[src/sv/wbit_pkg.sv]
// ----------------------------------------------------------------------------
// wbit_pkg
// Shared codes, types and constants of the work/break interval timer.
// ----------------------------------------------------------------------------
`default_nettype none

package wbit_pkg;

  localparam int unsigned SEC_W   = 16;
  localparam int unsigned IDLE_W  = 32;
  localparam int unsigned THR_W   = 26;  // 65535 s * 1000 fits in 26 bits
  localparam int unsigned CFG_W   = 16;
  localparam int unsigned CIDX_W  = 2;

  localparam logic [SEC_W-1:0]  WORK_RST     = 16'd1500;
  localparam logic [SEC_W-1:0]  BREAK_RST    = 16'd300;
  localparam logic [SEC_W-1:0]  THRSEC_RST   = 16'd300;
  localparam logic [THR_W-1:0]  MS_PER_SEC   = 26'd1000;
  localparam logic [THR_W-1:0]  THR_RST      = 26'd300000;
  localparam logic [IDLE_W-1:0] IDLE_RES_MS  = 32'd2000;
  localparam logic [SEC_W-1:0]  COUNT_MAX    = 16'hFFFF;

  // Run states as seen on the result channel
  localparam logic [1:0] ST_IDLE  = 2'd0;
  localparam logic [1:0] ST_WORK  = 2'd1;
  localparam logic [1:0] ST_BREAK = 2'd2;
  localparam logic [1:0] ST_PAUSE = 2'd3;

  // Command codes
  localparam logic [2:0] MODE_TICK   = 3'd0;
  localparam logic [2:0] MODE_START  = 3'd1;
  localparam logic [2:0] MODE_PAUSE  = 3'd2;
  localparam logic [2:0] MODE_RESUME = 3'd3;
  localparam logic [2:0] MODE_STOP   = 3'd4;
  localparam logic [2:0] MODE_SKIP   = 3'd5;
  localparam logic [2:0] MODE_RELOAD = 3'd6;

  // Configuration register indexes
  localparam logic [CIDX_W-1:0] CFG_WORK    = 2'd0;
  localparam logic [CIDX_W-1:0] CFG_BREAK   = 2'd1;
  localparam logic [CIDX_W-1:0] CFG_IDLE_EN = 2'd2;
  localparam logic [CIDX_W-1:0] CFG_IDLE_TH = 2'd3;

  typedef struct packed {
    logic [SEC_W-1:0] work_seconds;
    logic [SEC_W-1:0] break_seconds;
    logic             idle_enable;
    logic [THR_W-1:0] idle_thr_ms;
  } cfg_t;

  typedef struct packed {
    logic [1:0]       cur_state;
    logic [1:0]       prev_state;
    logic [SEC_W-1:0] seconds_left;
    logic [SEC_W-1:0] phase_total;
    logic             paused_by_idle;
    logic             running;
    logic [SEC_W-1:0] completed;
    logic [SEC_W-1:0] skipped;
  } tstate_t;

  typedef struct packed {
    logic [1:0]       run_state;
    logic [SEC_W-1:0] remaining;
    logic [SEC_W-1:0] phase_length;
    logic             idle_paused;
    logic             work_done;
    logic             break_done;
    logic             idle_pause_event;
    logic             idle_resume_event;
    logic             skip_event;
    logic [SEC_W-1:0] breaks_completed;
    logic [SEC_W-1:0] breaks_skipped;
  } result_t;

endpackage

`default_nettype wire

[src/sv/wbit_if.sv]
// ----------------------------------------------------------------------------
// wbit_in_if / wbit_out_if
// Valid/ready channels for commands and timer results.
// ----------------------------------------------------------------------------
`default_nettype none

interface wbit_in_if;
  logic                           valid;
  logic                           ready;
  logic [2:0]                     mode;
  logic [wbit_pkg::IDLE_W-1:0]    idle_ms;

  modport source (output valid, output mode, output idle_ms, input ready);
  modport sink   (input valid, input mode, input idle_ms, output ready);
endinterface

interface wbit_out_if;
  logic                        valid;
  logic                        ready;
  logic [1:0]                  run_state;
  logic [wbit_pkg::SEC_W-1:0]  remaining;
  logic [wbit_pkg::SEC_W-1:0]  phase_length;
  logic                        idle_paused;
  logic                        work_done;
  logic                        break_done;
  logic                        idle_pause_event;
  logic                        idle_resume_event;
  logic                        skip_event;
  logic [wbit_pkg::SEC_W-1:0]  breaks_completed;
  logic [wbit_pkg::SEC_W-1:0]  breaks_skipped;

  modport source (output valid, output run_state, output remaining, output phase_length,
                  output idle_paused, output work_done, output break_done,
                  output idle_pause_event, output idle_resume_event, output skip_event,
                  output breaks_completed, output breaks_skipped, input ready);
  modport sink   (input valid, input run_state, input remaining, input phase_length,
                  input idle_paused, input work_done, input break_done,
                  input idle_pause_event, input idle_resume_event, input skip_event,
                  input breaks_completed, input breaks_skipped, output ready);
endinterface

`default_nettype wire

[src/sv/wbit_step.sv]
// ----------------------------------------------------------------------------
// wbit_step
// Next-state and result logic for one command applied to the timer state.
// ----------------------------------------------------------------------------
`default_nettype none

module wbit_step (
  input  wire wbit_pkg::tstate_t             st,
  input  wire wbit_pkg::cfg_t                cfg,
  input  wire logic [2:0]                    mode,
  input  wire logic [wbit_pkg::IDLE_W-1:0]   idle_ms,
  output wbit_pkg::tstate_t                  st_nxt,
  output wbit_pkg::result_t                  res
);

  wbit_pkg::tstate_t n;
  logic              wd;
  logic              bd;
  logic              ip_ev;
  logic              ir_ev;
  logic              sk_ev;
  logic [1:0]        resume_to;
  logic              idle_hit;
  logic              idle_gone;

  assign resume_to = (st.prev_state == wbit_pkg::ST_IDLE) ? wbit_pkg::ST_WORK : st.prev_state;
  assign idle_hit  = idle_ms >= {{(wbit_pkg::IDLE_W-wbit_pkg::THR_W){1'b0}}, cfg.idle_thr_ms};
  assign idle_gone = idle_ms < wbit_pkg::IDLE_RES_MS;

  always_comb begin
    n     = st;
    wd    = 1'b0;
    bd    = 1'b0;
    ip_ev = 1'b0;
    ir_ev = 1'b0;
    sk_ev = 1'b0;
    unique case (mode)
      wbit_pkg::MODE_TICK: begin
        if (st.running) begin
          if (cfg.idle_enable) begin
            if (st.cur_state == wbit_pkg::ST_WORK && idle_hit) begin
              n.paused_by_idle = 1'b1;
              n.prev_state     = st.cur_state;
              n.cur_state      = wbit_pkg::ST_PAUSE;
              ip_ev            = 1'b1;
            end else if (st.cur_state == wbit_pkg::ST_PAUSE && st.paused_by_idle &&
                         idle_gone) begin
              n.paused_by_idle = 1'b0;
              n.cur_state      = resume_to;
              ir_ev            = 1'b1;
            end
          end
          if (n.cur_state != wbit_pkg::ST_PAUSE) begin
            if (n.seconds_left != '0) begin
              n.seconds_left = n.seconds_left - 16'd1;
            end
            if (n.seconds_left == '0) begin
              if (n.cur_state == wbit_pkg::ST_WORK) begin
                if (st.completed != wbit_pkg::COUNT_MAX) begin
                  n.completed = st.completed + 16'd1;
                end
                wd             = 1'b1;
                n.phase_total  = cfg.break_seconds;
                n.seconds_left = cfg.break_seconds;
                n.cur_state    = wbit_pkg::ST_BREAK;
              end else if (n.cur_state == wbit_pkg::ST_BREAK) begin
                bd             = 1'b1;
                n.phase_total  = cfg.work_seconds;
                n.seconds_left = cfg.work_seconds;
                n.cur_state    = wbit_pkg::ST_WORK;
              end
            end
          end
        end
      end
      wbit_pkg::MODE_START: begin
        n.paused_by_idle = 1'b0;
        if (st.cur_state == wbit_pkg::ST_IDLE) begin
          n.phase_total  = cfg.work_seconds;
          n.seconds_left = cfg.work_seconds;
          n.cur_state    = wbit_pkg::ST_WORK;
          n.running      = 1'b1;
        end else if (st.cur_state == wbit_pkg::ST_PAUSE) begin
          n.cur_state = resume_to;
          n.running   = 1'b1;
        end
      end
      wbit_pkg::MODE_PAUSE: begin
        n.paused_by_idle = 1'b0;
        if (st.cur_state == wbit_pkg::ST_WORK || st.cur_state == wbit_pkg::ST_BREAK) begin
          n.running    = 1'b0;
          n.prev_state = st.cur_state;
          n.cur_state  = wbit_pkg::ST_PAUSE;
        end
      end
      wbit_pkg::MODE_RESUME: begin
        n.paused_by_idle = 1'b0;
        if (st.cur_state == wbit_pkg::ST_PAUSE) begin
          n.cur_state = resume_to;
          n.running   = 1'b1;
        end
      end
      wbit_pkg::MODE_STOP: begin
        n.paused_by_idle = 1'b0;
        n.running        = 1'b0;
        n.prev_state     = wbit_pkg::ST_IDLE;
        n.phase_total    = cfg.work_seconds;
        n.seconds_left   = cfg.work_seconds;
        n.cur_state      = wbit_pkg::ST_IDLE;
      end
      wbit_pkg::MODE_SKIP: begin
        if (st.cur_state == wbit_pkg::ST_BREAK ||
            (st.cur_state == wbit_pkg::ST_PAUSE && st.prev_state == wbit_pkg::ST_BREAK)) begin
          if (st.skipped != wbit_pkg::COUNT_MAX) begin
            n.skipped = st.skipped + 16'd1;
          end
          n.paused_by_idle = 1'b0;
          n.phase_total    = cfg.work_seconds;
          n.seconds_left   = cfg.work_seconds;
          n.cur_state      = wbit_pkg::ST_WORK;
          n.running        = 1'b1;
          sk_ev            = 1'b1;
        end
      end
      wbit_pkg::MODE_RELOAD: begin
        if (st.cur_state == wbit_pkg::ST_IDLE) begin
          n.phase_total  = cfg.work_seconds;
          n.seconds_left = cfg.work_seconds;
        end
      end
      default: begin
        // unused code: hold everything
      end
    endcase
  end

  assign st_nxt = n;

  always_comb begin
    res.run_state         = n.cur_state;
    res.remaining         = n.seconds_left;
    res.phase_length      = n.phase_total;
    res.idle_paused       = n.paused_by_idle;
    res.work_done         = wd;
    res.break_done        = bd;
    res.idle_pause_event  = ip_ev;
    res.idle_resume_event = ir_ev;
    res.skip_event        = sk_ev;
    res.breaks_completed  = n.completed;
    res.breaks_skipped    = n.skipped;
  end

endmodule

`default_nettype wire

[src/sv/work_break_interval_timer_top.sv]
// ----------------------------------------------------------------------------
// work_break_interval_timer_top
// Work/break countdown timer driven by tick and control commands.
// ----------------------------------------------------------------------------
// Usage:
//   in_ch carries one command per transfer (mode, idle_ms). Every command,
//   a one-second tick included, yields exactly one transfer on out_ch with
//   the run state, remaining and total phase seconds, the event pulses and
//   the two saturating counters.
//   A command taken on in_ch lands in the input register; its result is
//   then held in the result register, which drives out_ch.
//   Throughput: one command per cycle while out_ch is not stalled; the single
//   state update sits between the input register and the result register.
//   A stalled out_ch holds its result; in_ch keeps accepting until the input
//   register is also occupied, then drops ready.
//   cfg_we/cfg_idx/cfg_wdata write the duration, idle enable and idle
//   threshold registers; write them only while no command is in flight.
//   The threshold is kept in milliseconds, converted when written.
//   Synchronous reset (rst_n low) returns the timer to idle with 1500 s work,
//   300 s break, idle detection off and both counters at zero.
// ----------------------------------------------------------------------------
`default_nettype none

module work_break_interval_timer_top (
  input  wire logic                           clk,
  input  wire logic                           rst_n,
  wbit_in_if.sink                             in_ch,
  wbit_out_if.source                          out_ch,
  input  wire logic                           cfg_we,
  input  wire logic [wbit_pkg::CIDX_W-1:0]    cfg_idx,
  input  wire logic [wbit_pkg::CFG_W-1:0]     cfg_wdata
);

  wbit_pkg::cfg_t                  cfg_r;
  wbit_pkg::tstate_t               state_r;
  wbit_pkg::tstate_t               state_nxt;
  wbit_pkg::result_t               res_nxt;
  wbit_pkg::result_t               res_r;
  logic                            in_valid_r;
  logic [2:0]                      in_mode_r;
  logic [wbit_pkg::IDLE_W-1:0]     in_idle_r;
  logic                            out_valid_r;
  logic                            fire;
  logic                            in_take;

  assign fire    = in_valid_r && (!out_valid_r || out_ch.ready);
  assign in_take = in_ch.valid && in_ch.ready;
  assign in_ch.ready = !in_valid_r || fire;

  wbit_step u_step (
    .st      (state_r),
    .cfg     (cfg_r),
    .mode    (in_mode_r),
    .idle_ms (in_idle_r),
    .st_nxt  (state_nxt),
    .res     (res_nxt)
  );

  always_ff @(posedge clk) begin
    if (!rst_n) begin
      cfg_r.work_seconds   <= wbit_pkg::WORK_RST;
      cfg_r.break_seconds  <= wbit_pkg::BREAK_RST;
      cfg_r.idle_enable    <= 1'b0;
      cfg_r.idle_thr_ms    <= wbit_pkg::THR_RST;
      state_r.cur_state      <= wbit_pkg::ST_IDLE;
      state_r.prev_state     <= wbit_pkg::ST_IDLE;
      state_r.seconds_left   <= wbit_pkg::WORK_RST;
      state_r.phase_total    <= wbit_pkg::WORK_RST;
      state_r.paused_by_idle <= 1'b0;
      state_r.running        <= 1'b0;
      state_r.completed      <= '0;
      state_r.skipped        <= '0;
      in_valid_r  <= 1'b0;
      out_valid_r <= 1'b0;
    end else begin
      if (cfg_we) begin
        unique case (cfg_idx)
          wbit_pkg::CFG_WORK:    cfg_r.work_seconds  <= cfg_wdata;
          wbit_pkg::CFG_BREAK:   cfg_r.break_seconds <= cfg_wdata;
          wbit_pkg::CFG_IDLE_EN: cfg_r.idle_enable   <= cfg_wdata[0];
          wbit_pkg::CFG_IDLE_TH: begin
            cfg_r.idle_thr_ms <= wbit_pkg::THR_W'(cfg_wdata) * wbit_pkg::MS_PER_SEC;
          end
          default: begin
          end
        endcase
      end
      if (in_take) begin
        in_valid_r <= 1'b1;
      end else if (fire) begin
        in_valid_r <= 1'b0;
      end
      if (fire) begin
        state_r     <= state_nxt;
        out_valid_r <= 1'b1;
      end else if (out_ch.ready) begin
        out_valid_r <= 1'b0;
      end
    end
  end

  // Payload registers: no reset
  always_ff @(posedge clk) begin
    if (in_take) begin
      in_mode_r <= in_ch.mode;
      in_idle_r <= in_ch.idle_ms;
    end
    if (fire) begin
      res_r <= res_nxt;
    end
  end

  assign out_ch.valid             = out_valid_r;
  assign out_ch.run_state         = res_r.run_state;
  assign out_ch.remaining         = res_r.remaining;
  assign out_ch.phase_length      = res_r.phase_length;
  assign out_ch.idle_paused       = res_r.idle_paused;
  assign out_ch.work_done         = res_r.work_done;
  assign out_ch.break_done        = res_r.break_done;
  assign out_ch.idle_pause_event  = res_r.idle_pause_event;
  assign out_ch.idle_resume_event = res_r.idle_resume_event;
  assign out_ch.skip_event        = res_r.skip_event;
  assign out_ch.breaks_completed  = res_r.breaks_completed;
  assign out_ch.breaks_skipped    = res_r.breaks_skipped;

endmodule

`default_nettype wire

[src/flat_wrapper.sv]
// flat-port wrapper written by rule: the top's interface ports become plain ports
module work_break_interval_timer_top_flat 
  (clk, rst_n, cfg_we, cfg_idx, cfg_wdata, in_ch_valid, in_ch_mode, in_ch_idle_ms, in_ch_ready, out_ch_valid, out_ch_run_state, out_ch_remaining, out_ch_phase_length, out_ch_idle_paused, out_ch_work_done, out_ch_break_done, out_ch_idle_pause_event, out_ch_idle_resume_event, out_ch_skip_event, out_ch_breaks_completed, out_ch_breaks_skipped, out_ch_ready);
  wbit_in_if in_ch_i ();
  wbit_out_if out_ch_i ();
  input  wire logic clk;
  input  wire logic rst_n;
  input  wire logic cfg_we;
  input  wire logic [wbit_pkg::CIDX_W-1:0] cfg_idx;
  input  wire logic [wbit_pkg::CFG_W-1:0] cfg_wdata;
  input wire logic [$bits(in_ch_i.valid)-1:0] in_ch_valid;
  input wire logic [$bits(in_ch_i.mode)-1:0] in_ch_mode;
  input wire logic [$bits(in_ch_i.idle_ms)-1:0] in_ch_idle_ms;
  output wire logic [$bits(in_ch_i.ready)-1:0] in_ch_ready;
  output wire logic [$bits(out_ch_i.valid)-1:0] out_ch_valid;
  output wire logic [$bits(out_ch_i.run_state)-1:0] out_ch_run_state;
  output wire logic [$bits(out_ch_i.remaining)-1:0] out_ch_remaining;
  output wire logic [$bits(out_ch_i.phase_length)-1:0] out_ch_phase_length;
  output wire logic [$bits(out_ch_i.idle_paused)-1:0] out_ch_idle_paused;
  output wire logic [$bits(out_ch_i.work_done)-1:0] out_ch_work_done;
  output wire logic [$bits(out_ch_i.break_done)-1:0] out_ch_break_done;
  output wire logic [$bits(out_ch_i.idle_pause_event)-1:0] out_ch_idle_pause_event;
  output wire logic [$bits(out_ch_i.idle_resume_event)-1:0] out_ch_idle_resume_event;
  output wire logic [$bits(out_ch_i.skip_event)-1:0] out_ch_skip_event;
  output wire logic [$bits(out_ch_i.breaks_completed)-1:0] out_ch_breaks_completed;
  output wire logic [$bits(out_ch_i.breaks_skipped)-1:0] out_ch_breaks_skipped;
  input wire logic [$bits(out_ch_i.ready)-1:0] out_ch_ready;
  assign in_ch_i.valid = in_ch_valid;
  assign in_ch_i.mode = in_ch_mode;
  assign in_ch_i.idle_ms = in_ch_idle_ms;
  assign in_ch_ready = in_ch_i.ready;
  assign out_ch_valid = out_ch_i.valid;
  assign out_ch_run_state = out_ch_i.run_state;
  assign out_ch_remaining = out_ch_i.remaining;
  assign out_ch_phase_length = out_ch_i.phase_length;
  assign out_ch_idle_paused = out_ch_i.idle_paused;
  assign out_ch_work_done = out_ch_i.work_done;
  assign out_ch_break_done = out_ch_i.break_done;
  assign out_ch_idle_pause_event = out_ch_i.idle_pause_event;
  assign out_ch_idle_resume_event = out_ch_i.idle_resume_event;
  assign out_ch_skip_event = out_ch_i.skip_event;
  assign out_ch_breaks_completed = out_ch_i.breaks_completed;
  assign out_ch_breaks_skipped = out_ch_i.breaks_skipped;
  assign out_ch_i.ready = out_ch_ready;
  work_break_interval_timer_top u_core (.clk(clk), .rst_n(rst_n), .in_ch(in_ch_i), .out_ch(out_ch_i), .cfg_we(cfg_we), .cfg_idx(cfg_idx), .cfg_wdata(cfg_wdata));
endmodule
[config.mk]
export PLATFORM = sky130hd
export DESIGN_NAME = work_break_interval_timer_top_flat
export DESIGN_NICKNAME = d
export VERILOG_FILES = /design/src/sv/wbit_pkg.sv /design/src/sv/wbit_if.sv /design/src/sv/wbit_step.sv /design/src/sv/work_break_interval_timer_top.sv /design/src/flat_wrapper.sv
export SDC_FILE = /design/constraint.sdc
export NUM_CORES = 1
export LEC_CHECK = 0
export ABC_AREA = 1
export BUFFER_PORTS_ARGS = -buffer_cell sky130_fd_sc_hd__buf_2
export CORE_MARGIN = 1
export CORE_UTILIZATION = 33
export DETAILED_ROUTE_END_ITERATION = 10
export GPL_TIMING_DRIVEN = 0
export PLACE_DENSITY = 0.47
export SYNTH_ARGS = -nofsm -noshare
export SYNTH_HDL_FRONTEND = slang
export SYNTH_HIERARCHICAL = 1
export SYNTH_SLANG_ARGS = --single-unit
[constraint.sdc]
create_clock -name clk -period 9.3 [get_ports clk]
set_input_delay 0.93 -clock clk [delete_from_list [all_inputs] [get_ports clk]]
set_output_delay 0.93 -clock clk [all_outputs]
set_load 0.05 [all_outputs]
==> flow_summary_export.csv, run 1 <==
group,metric,value,unit
detailed_routing,drt_iter0_drc,1126,
job,max_cap_viol_count,0,
worst_setup_path,timing.critical_path.slowest_stage_cell,"fa_1",
detailed_routing,vias_per_cell,4.896,
yosys,yosys_warnings,6,
clock_network,clkSinkCount,235,
worst_setup_path,cp_data_arrival_time,4.94,ns
yosys,syn-instance-count,2226,
detailed_routing,route.vias.total,15069,
floorplanning,design.portCount,132,
worst_setup_path,maximum_fanout_along_the_worst_path,6,
final_layout,synthToLayoutAreaGrowth,14.67,%
worst_setup_path,end_kind,"flip-flop",
placement,place_congestion,0.9529,
floorplanning,floorplan.die.width,225.5,um
global_routing,maximum_number_of_pins_on_one_net_before_global_route_repair,49,
clock_network,clock_tree.buffer_depth,3,
worst_setup_path,setup.worst_path.class,"in -> reg",
final_layout,multi_input_comb_area,8667,um2
detailed_routing,drc_errors,0,
clock_network,cts_made_buffers,29,
clock_network,cts_max_level,1,
detailed_routing,wl_per_cell,17.82,um
sta,final.setup.tns,0,ns
floorplanning,std_cell_rows,81,
min_path,holdPathStages,2,
worst_setup_path,crit_path_max_incr_delay,0.52,ns
worst_setup_path,worst_r2r_path_depth,19,
yosys,synth.avg_cell_area,7.405,um2
detailed_routing,drt-pass1-iter-count,6,
clock_network,cts_hold_buf,0,
global_routing,grt_most_used_layer,"met2",
clock_network,postCtsResizedCells,0,
sta,slew_headroom,29.08,%
yosys,synth_ff_type,"dfxtp_1",
floorplanning,fp.dieArea,50850,um2
floorplanning,dieHeight,225.5,um
global_routing,first_pass_grt_wire_length,84740,um
sta,timing_hold_violations_final,0,
worst_setup_path,worst_path_most_repeated_cell,"inv_1",
sta,min_period_over_period,47.65,%
worst_setup_path,cp_cell_sequence,"buf_2, inv_1, fa_1, fa_1, fa_1, fa_1, inv_1, ha_1, nand2_1, inv_1, a21oi_1, nand3_2, nand2_1, inv_1, o21ai_0, nand2_1, inv_1",
sta,setup_violators_final,0,
detailed_routing,routed_wirelength,54860,um
sta,achievable-frequency,225.6,MHz
placement,detailedPlace.worstSlack,4.287,ns
clock_network,path_clk_slew,0.06,ns
placement,place.detailed.hpwl,43050,um
power_and_ir_drop,power.share.sequential,32.2,%
power_and_ir_drop,power.static_leakage,8.892,nW
final_layout,ff_latch_area,5776,um2
sta,final.setup_skew,0.01311,ns
placement,portBuffers,130,
power_and_ir_drop,power_per_cell_area,199.0,nW/um2
yosys,synth_async_sr_flop_share,0,%
clock_network,cts_root_buffer,"clkbuf_16",
yosys,synth_cell_type_count,53,
floorplanning,floorplan.core_area,49150,um2
power_and_ir_drop,peakVddDrop,0.1320,mV
final_layout,layout-drive-gt1-share,13.10,%
global_routing,via_count_of_the_first_global_routing_pass,14445,
floorplanning,starting_utilization_of_the_core_area,33.53,%
final_layout,design.final.nets,2588,
yosys,syn-cell-area,16480,um2
global_routing,global_route.usage.met3,2.647,%
min_path,classification_of_the_worst_slack_hold_path,"reg -> reg",
power_and_ir_drop,switching_power,1.470,mW
clock_network,tritoncts,"done",
power_and_ir_drop,p_clk_share,28.5,%
power_and_ir_drop,p_sw_share,39.09,%
yosys,yosysSeqAreaShare,35.04,%
global_routing,grt_util_all_layers,21.80,%
clock_network,post_cts.repair.setup_buffers,0,
global_routing,grtUsageMet2,36.57,%
detailed_routing,ant_nets,0,
worst_setup_path,critical_path_required,9.81,ns
global_routing,grt-ovfl-total,0,
sta,min_period,4.432,ns
yosys,flop_and_latch_count_out_of_synthesis,235,
sta,tightestPinTransition,1.064,ns
sta,finalMaxSlewViolations,0,
global_routing,gr-usage-met1,29.38,%
worst_setup_path,worstSetupStartpointType,"input pin",
sta,worst_slack,4.868,ns
power_and_ir_drop,power.internal,2.291,mW
yosys,synth-edff-count,107,
sta,rsz0062_at_grt,"false",
global_routing,initial_antenna_violation_count,4,
clock_network,worst_skew_pair.late_latency,0.57,ns
status,run_status,"finished, final reports clean",
power_and_ir_drop,share_comb_of_total_power,39.3,%
final_layout,fillerInstances,5253,
## sequential cells by signal (all words and copies together) (netlist names), 3 cells and up
register	count
u_core/out_ch.breaks_skipped	16
u_core/out_ch.breaks_completed	16
u_core/out_ch.phase_length	16
u_core/in_idle_r	32
u_core/state_r	70
u_core/cfg_r	56
u_core/out_ch.remaining	16
u_core/in_mode_r	3
## power groups by stage
| stage | registers (mW) | clock network, mW | logic [mW] |
|---|---|---|---|
| finish | 1.21 | 1.07 | 1.48 |
| global placement | 1.23 | 0 | 1.48 |
| global route | 1.22 | 1.15 | 1.71 |
| CTS | 1.21 | 1.11 | 1.50 |
| floorplan | 1.28 | 0 | 1.04 |
| detailed placement | 1.23 | 0 | 1.49 |
## logic make-up (layout without fill, tap and decap cells)
logic type	after synthesis	in the layout	synth area share (%)
and+or+nand+nor	1017	1017	26.48
buffers and inverters	459	644	12.43
AOI/OAI and AO/OA	339	339	11.08
other	1	4	0.02275
adders and majority gates	140	140	13.09
DFF	235	235	35.04
muxes	1	1	0.06073
xor gates and xnor gates	34	34	1.807
## layout by cell type (no fill, tap or decap), types with 9 or more instances in the layout
cell,count
buf_2,147
xnor2_1,12
ha_1,86
fa_1,54
edfxtp_1,107
inv_1,302
buf_4,75
nand4_1,44
nand2_1,527
dfxtp_1,128
nand3b_1,17
o21ai_1,10
o211ai_1,15
nor2_1,247
xor2_1,22
nand2_2,9
a21oi_1,118
nand3_1,125
clkbuf_16,29
nor3_1,11
clkbuf_1,57
o21ai_0,164
## through the flow
stage          instance area (um2)  utilization, %  cells  hold slack (ns)  total power, mW
2_1_floorplan                16490               -   2228           0.4335            2.323
3_3_place_gp                 17970           36.56   3022           0.4538            2.715
3_5_place_dp                 18000           36.62   3023           0.4644            2.721
4_1_cts                      18900           38.45   3077           0.4794            3.818
5_1_grt                      18900           38.45   3077           0.4802            4.080
6_report                     18900           38.45   3078           0.4727            3.760
## layer usage
metal	part of all wire (%)	routed length, um
met2	47	25700
met3	5.1	2813
met1	45	24760
met4	2.8	1548
met5	0.075	41
## worst max-delay path, delay by kind of cell
family / cells / cell delay, ns
adder cells (fa/ha/maj): 5 / 2.42
AO/OA/AOI/OAI: 2 / 0.48
buffers and inverters: 6 / 0.62
AND/OR/NAND/NOR: 4 / 0.47
## synth_stat cells (4+ instances only)
cell type	number	area share (%)
nand4_1	44	1.7
nor2_4	5	0.34
nand3b_1	17	0.77
dfxtp_1	128	16
nand2_1	527	12
xnor2_1	12	0.64
a22oi_1	4	0.18
o21ai_0	164	5.0
inv_2	7	0.16
o21a_1	7	0.32
o211ai_1	15	0.68
edfxtp_1	107	19
buf_1	5	0.11
fa_1	54	6.6
nor3_1	11	0.33
ha_1	86	6.5
nor2_2	8	0.30
nor4_1	4	0.15
nor2_1	247	5.6
buf_4	74	3.4
inv_1	303	6.9
nand3_1	125	3.8
xor2_1	22	1.2
a21oi_1	118	3.6
nand2_2	9	0.34
o21ai_1	10	0.30
clkbuf_1	46	1.0
buf_2	18	0.55
## path summary, 6_finish.rpt
| check | startpoint | endpoint | slack (ns) |
|---|---|---|---|
| max | cfg_wdata[8] | u_core/cfg_r[16] | 4.87 |
| min | u_core/cfg_r[29] | u_core/cfg_r[29] | 0.47 |
| min reg2reg | u_core/cfg_r[29] | u_core/cfg_r[29] | 0.47 |
| max reg2reg | u_core/state_r[50] | u_core/state_r[31] | 5.21 |
## final cells by class
type	count	area share, %
Multi-Input combinational cell	1534	45.86
Buffer	148	4.674
Clock inverter	11	0.4634
Sequential cell	235	30.56
Tap cell	664	4.396
Inverter	311	6.176
Clock buffer	43	4.276
Timing Repair Buffer	131	3.588
Antenna cell	1	0.01324
Note: power is estimated with default switching activity, not from simulation.
==> run 2, diff against run 1 <==
--- a/config.mk
+++ b/config.mk
@@ -11,7 +11,7 @@
 export CORE_UTILIZATION = 33
 export DETAILED_ROUTE_END_ITERATION = 10
 export GPL_TIMING_DRIVEN = 0
-export PLACE_DENSITY = 0.47
+export PLACE_DENSITY = 0.49
 export SYNTH_ARGS = -nofsm -noshare
 export SYNTH_HDL_FRONTEND = slang
 export SYNTH_HIERARCHICAL = 1
==> constraint.sdc (replaced) <==
create_clock -name clk -period 3.6 [get_ports clk]
set_input_delay 0.36 -clock clk [delete_from_list [all_inputs] [get_ports clk]]
set_output_delay 0.36 -clock clk [all_outputs]
set_load 0.05 [all_outputs]
==> flow_summary_export.csv, run 2 (synthesis results as in run 1) <==
group,metric,value,unit
worst_setup_path,critical_path_required,4.07,ns
sta,finalMaxSlewViolations,0,
floorplanning,fp.dieArea,50850,um2
final_layout,synthToLayoutAreaGrowth,21.54,%
sta,timing.hold.ws,0.08476,ns
power_and_ir_drop,power.share.sequential,29.7,%
detailed_routing,drc_errors,0,
min_path,whs_endpoint,"u_core/in_valid_r",
floorplanning,starting_utilization_of_the_core_area,33.53,%
final_layout,layout_commonest_cell,"nand2_1",
detailed_routing,drt-pass1-iter-count,5,
floorplanning,floorplan.die.width,225.5,um
floorplanning,design.portCount,132,
final_layout,largest_register_ffs,70,
sta,timing_hold_violations_final,0,
clock_network,clkSinkCount,235,
sta,min_period_over_period,96.90,%
worst_setup_path,maximum_fanout_along_the_worst_path,5,
sta,slew_headroom,36.46,%
clock_network,cts_max_level,1,
floorplanning,dieHeight,225.5,um
global_routing,first_pass_grt_wire_length,82410,um
placement,place_congestion,0.9568,
global_routing,grt-ovfl-total,0,
power_and_ir_drop,power_per_cell_area,525.6,nW/um2
detailed_routing,route.vias.total,15259,
min_path,launch_instance_of_the_worst_min_delay_path,"in_ch_valid",
sta,min_period,3.488,ns
job,max_cap_viol_count,0,
clock_network,worst_skew_pair.late_latency,0.60,ns
detailed_routing,wl_per_cell,16.99,um
min_path,holdPathStages,3,
detailed_routing,ant_nets,0,
worst_setup_path,reg2reg_slack,0.22,ns
detailed_routing,routed_wirelength,53540,um
power_and_ir_drop,power,10.53,mW
worst_setup_path,rr_endpoint,"u_core/state_r[68]",
global_routing,initial_antenna_violation_count,1,
global_routing,maximum_number_of_pins_on_one_net_before_global_route_repair,74,
placement,portBuffers,130,
final_layout,largest_registers,"u_core/state_r x70, u_core/cfg_r x56, u_core/in_idle_r x32",
global_routing,via_count_of_the_first_global_routing_pass,14675,
floorplanning,std_cell_rows,81,
clock_network,cts_made_buffers,30,
final_layout,layout.cells.most_common_list,"515 x nand2_1, 286 x inv_1, 241 x nor2_1",
sta,achievable-frequency,286.7,MHz
min_path,classification_of_the_worst_slack_hold_path,"in -> reg",
sta,final.setup_skew,0.02012,ns
floorplanning,floorplan.core_area,49150,um2
clock_network,tritoncts,"done",
worst_setup_path,worst_r2r_path_depth,19,
power_and_ir_drop,switching_power,4.085,mW
worst_setup_path,cp_data_arrival_time,3.96,ns
final_layout,register_with_the_most_flip_flops,"u_core/state_r",
final_layout,design.final.nets,2661,
power_and_ir_drop,peakVddDrop,0.3321,mV
detailed_routing,vias_per_cell,4.841,
clock_network,clock_tree.buffer_depth,3,
final_layout,fillerInstances,5132,
power_and_ir_drop,p_clk_share,28.7,%
worst_setup_path,worstSetupStartpointType,"input pin",
sta,tightestPinTransition,0.9496,ns
worst_setup_path,reg2reg_from,"u_core/in_idle_r[15]",
sta,setup_violators_final,0,
status,run_status,"finished, final reports clean",
final_layout,layout-drive-gt1-share,17.13,%
worst_setup_path,end_kind,"flip-flop",
clock_network,cts_root_buffer,"clkbuf_16",
power_and_ir_drop,share_comb_of_total_power,41.6,%
clock_network,path_clk_slew,0.06,ns
worst_setup_path,setup.worst_path.class,"in -> reg",
final_layout,finalCoreUtilization,40.76,%
placement,place.detailed.hpwl,42160,um
power_and_ir_drop,p_sw_share,38.80,%
power_and_ir_drop,power.static_leakage,9.259,nW
global_routing,grt_util_all_layers,21.10,%
power_and_ir_drop,power.internal,6.445,mW
detailed_routing,drt_iter0_drc,955,
## run 2: power groups by stage
stage               combinational (mW)  clock [mW]  sequential, mW
detailed placement                4.14           0            3.18
floorplan                         2.99           0            3.30
global route                      4.95        3.20            3.15
global placement                  4.12           0            3.18
CTS                               4.24        3.10            3.13
finish                            4.38        3.02            3.13
## run 2: what timing repair did
action | 4_1_cts | 5_1_grt
hold buffers | 35 | 0
setup endpoints to repair | 73 | 76
buffers inserted | 8 | 29
hold endpoints to repair | 35 | 0
pin swaps | 3 | 25
resized for setup | 18 | 48
## run 2: metrics by stage
| step | area, um2 | instances | setup WS [ns] | TNS (ns) |
|---|---|---|---|---|
| after global placement | 18140 | 3022 | -0.6924 | -15.73 |
| after floorplan | 16660 | 2228 | -0.03274 | -0.03389 |
| after CTS | 19670 | 3122 | 0.008450 | 0 |
| final | 20030 | 3152 | 0.1117 | 0 |
| after global routing | 20030 | 3151 | -0.03309 | -0.04870 |
| after detailed placement | 18170 | 3023 | -0.7355 | -17.64 |
## run 2: per-layer routing
| layer | vias to the layer above | global-route usage (%) | part of all wire (%) |
|---|---|---|---|
| li1 | 7588 | - | - |
| met1 | 7186 | 27.67 | 44 |
| met2 | 409 | 36.45 | 47 |
| met3 | 76 | 2.425 | 5.5 |
| met4 | 0 | 5.771 | 2.7 |
| met5 | - | 0 | 0 |
## run 2: worst max-delay path by stage
| stage | to | cells past startpoint | start |
|---|---|---|---|
| after global routing | u_core/cfg_r[22] | 18 | cfg_wdata[9] |
| after global placement | u_core/cfg_r[16] | 16 | cfg_wdata[3] |
| after CTS | u_core/state_r[27] | 19 | u_core/state_r[50] |
| final | u_core/cfg_r[20] | 17 | cfg_wdata[4] |
| after floorplan | u_core/cfg_r[19] | 18 | cfg_wdata[10] |
| after detailed placement | u_core/cfg_r[16] | 16 | cfg_wdata[3] |
## run 2: cell type report
class,count,area [um2],area share [%]
well taps,664,830.8,4.147
flip-flops and latches,235,5781,28.85
plain buffers,148,898.4,4.484
diodes,1,2.502,0.01249
inverters,311,1211,6.045
clock inverters,12,126.4,0.6308
repair buffers,203,1330,6.639
multi-input cells,1534,8969,44.77
clock buffers,44,885.9,4.422
## run 2: critical path, stage by stage
cell and delay, ns:
clkbuf_4 0.16, clkinvlp_4 0.16, fa_1 0.58, fa_1 0.45
fa_1 0.51, fa_1 0.52, inv_1 0.06, ha_4 0.29
nand2_2 0.09, nor2_4 0.12, nand3_1 0.09, nand3_2 0.13
nand2_1 0.08, nand3_1 0.07, nand2_1 0.06, nor2_2 0.15
nor2_1 0.05
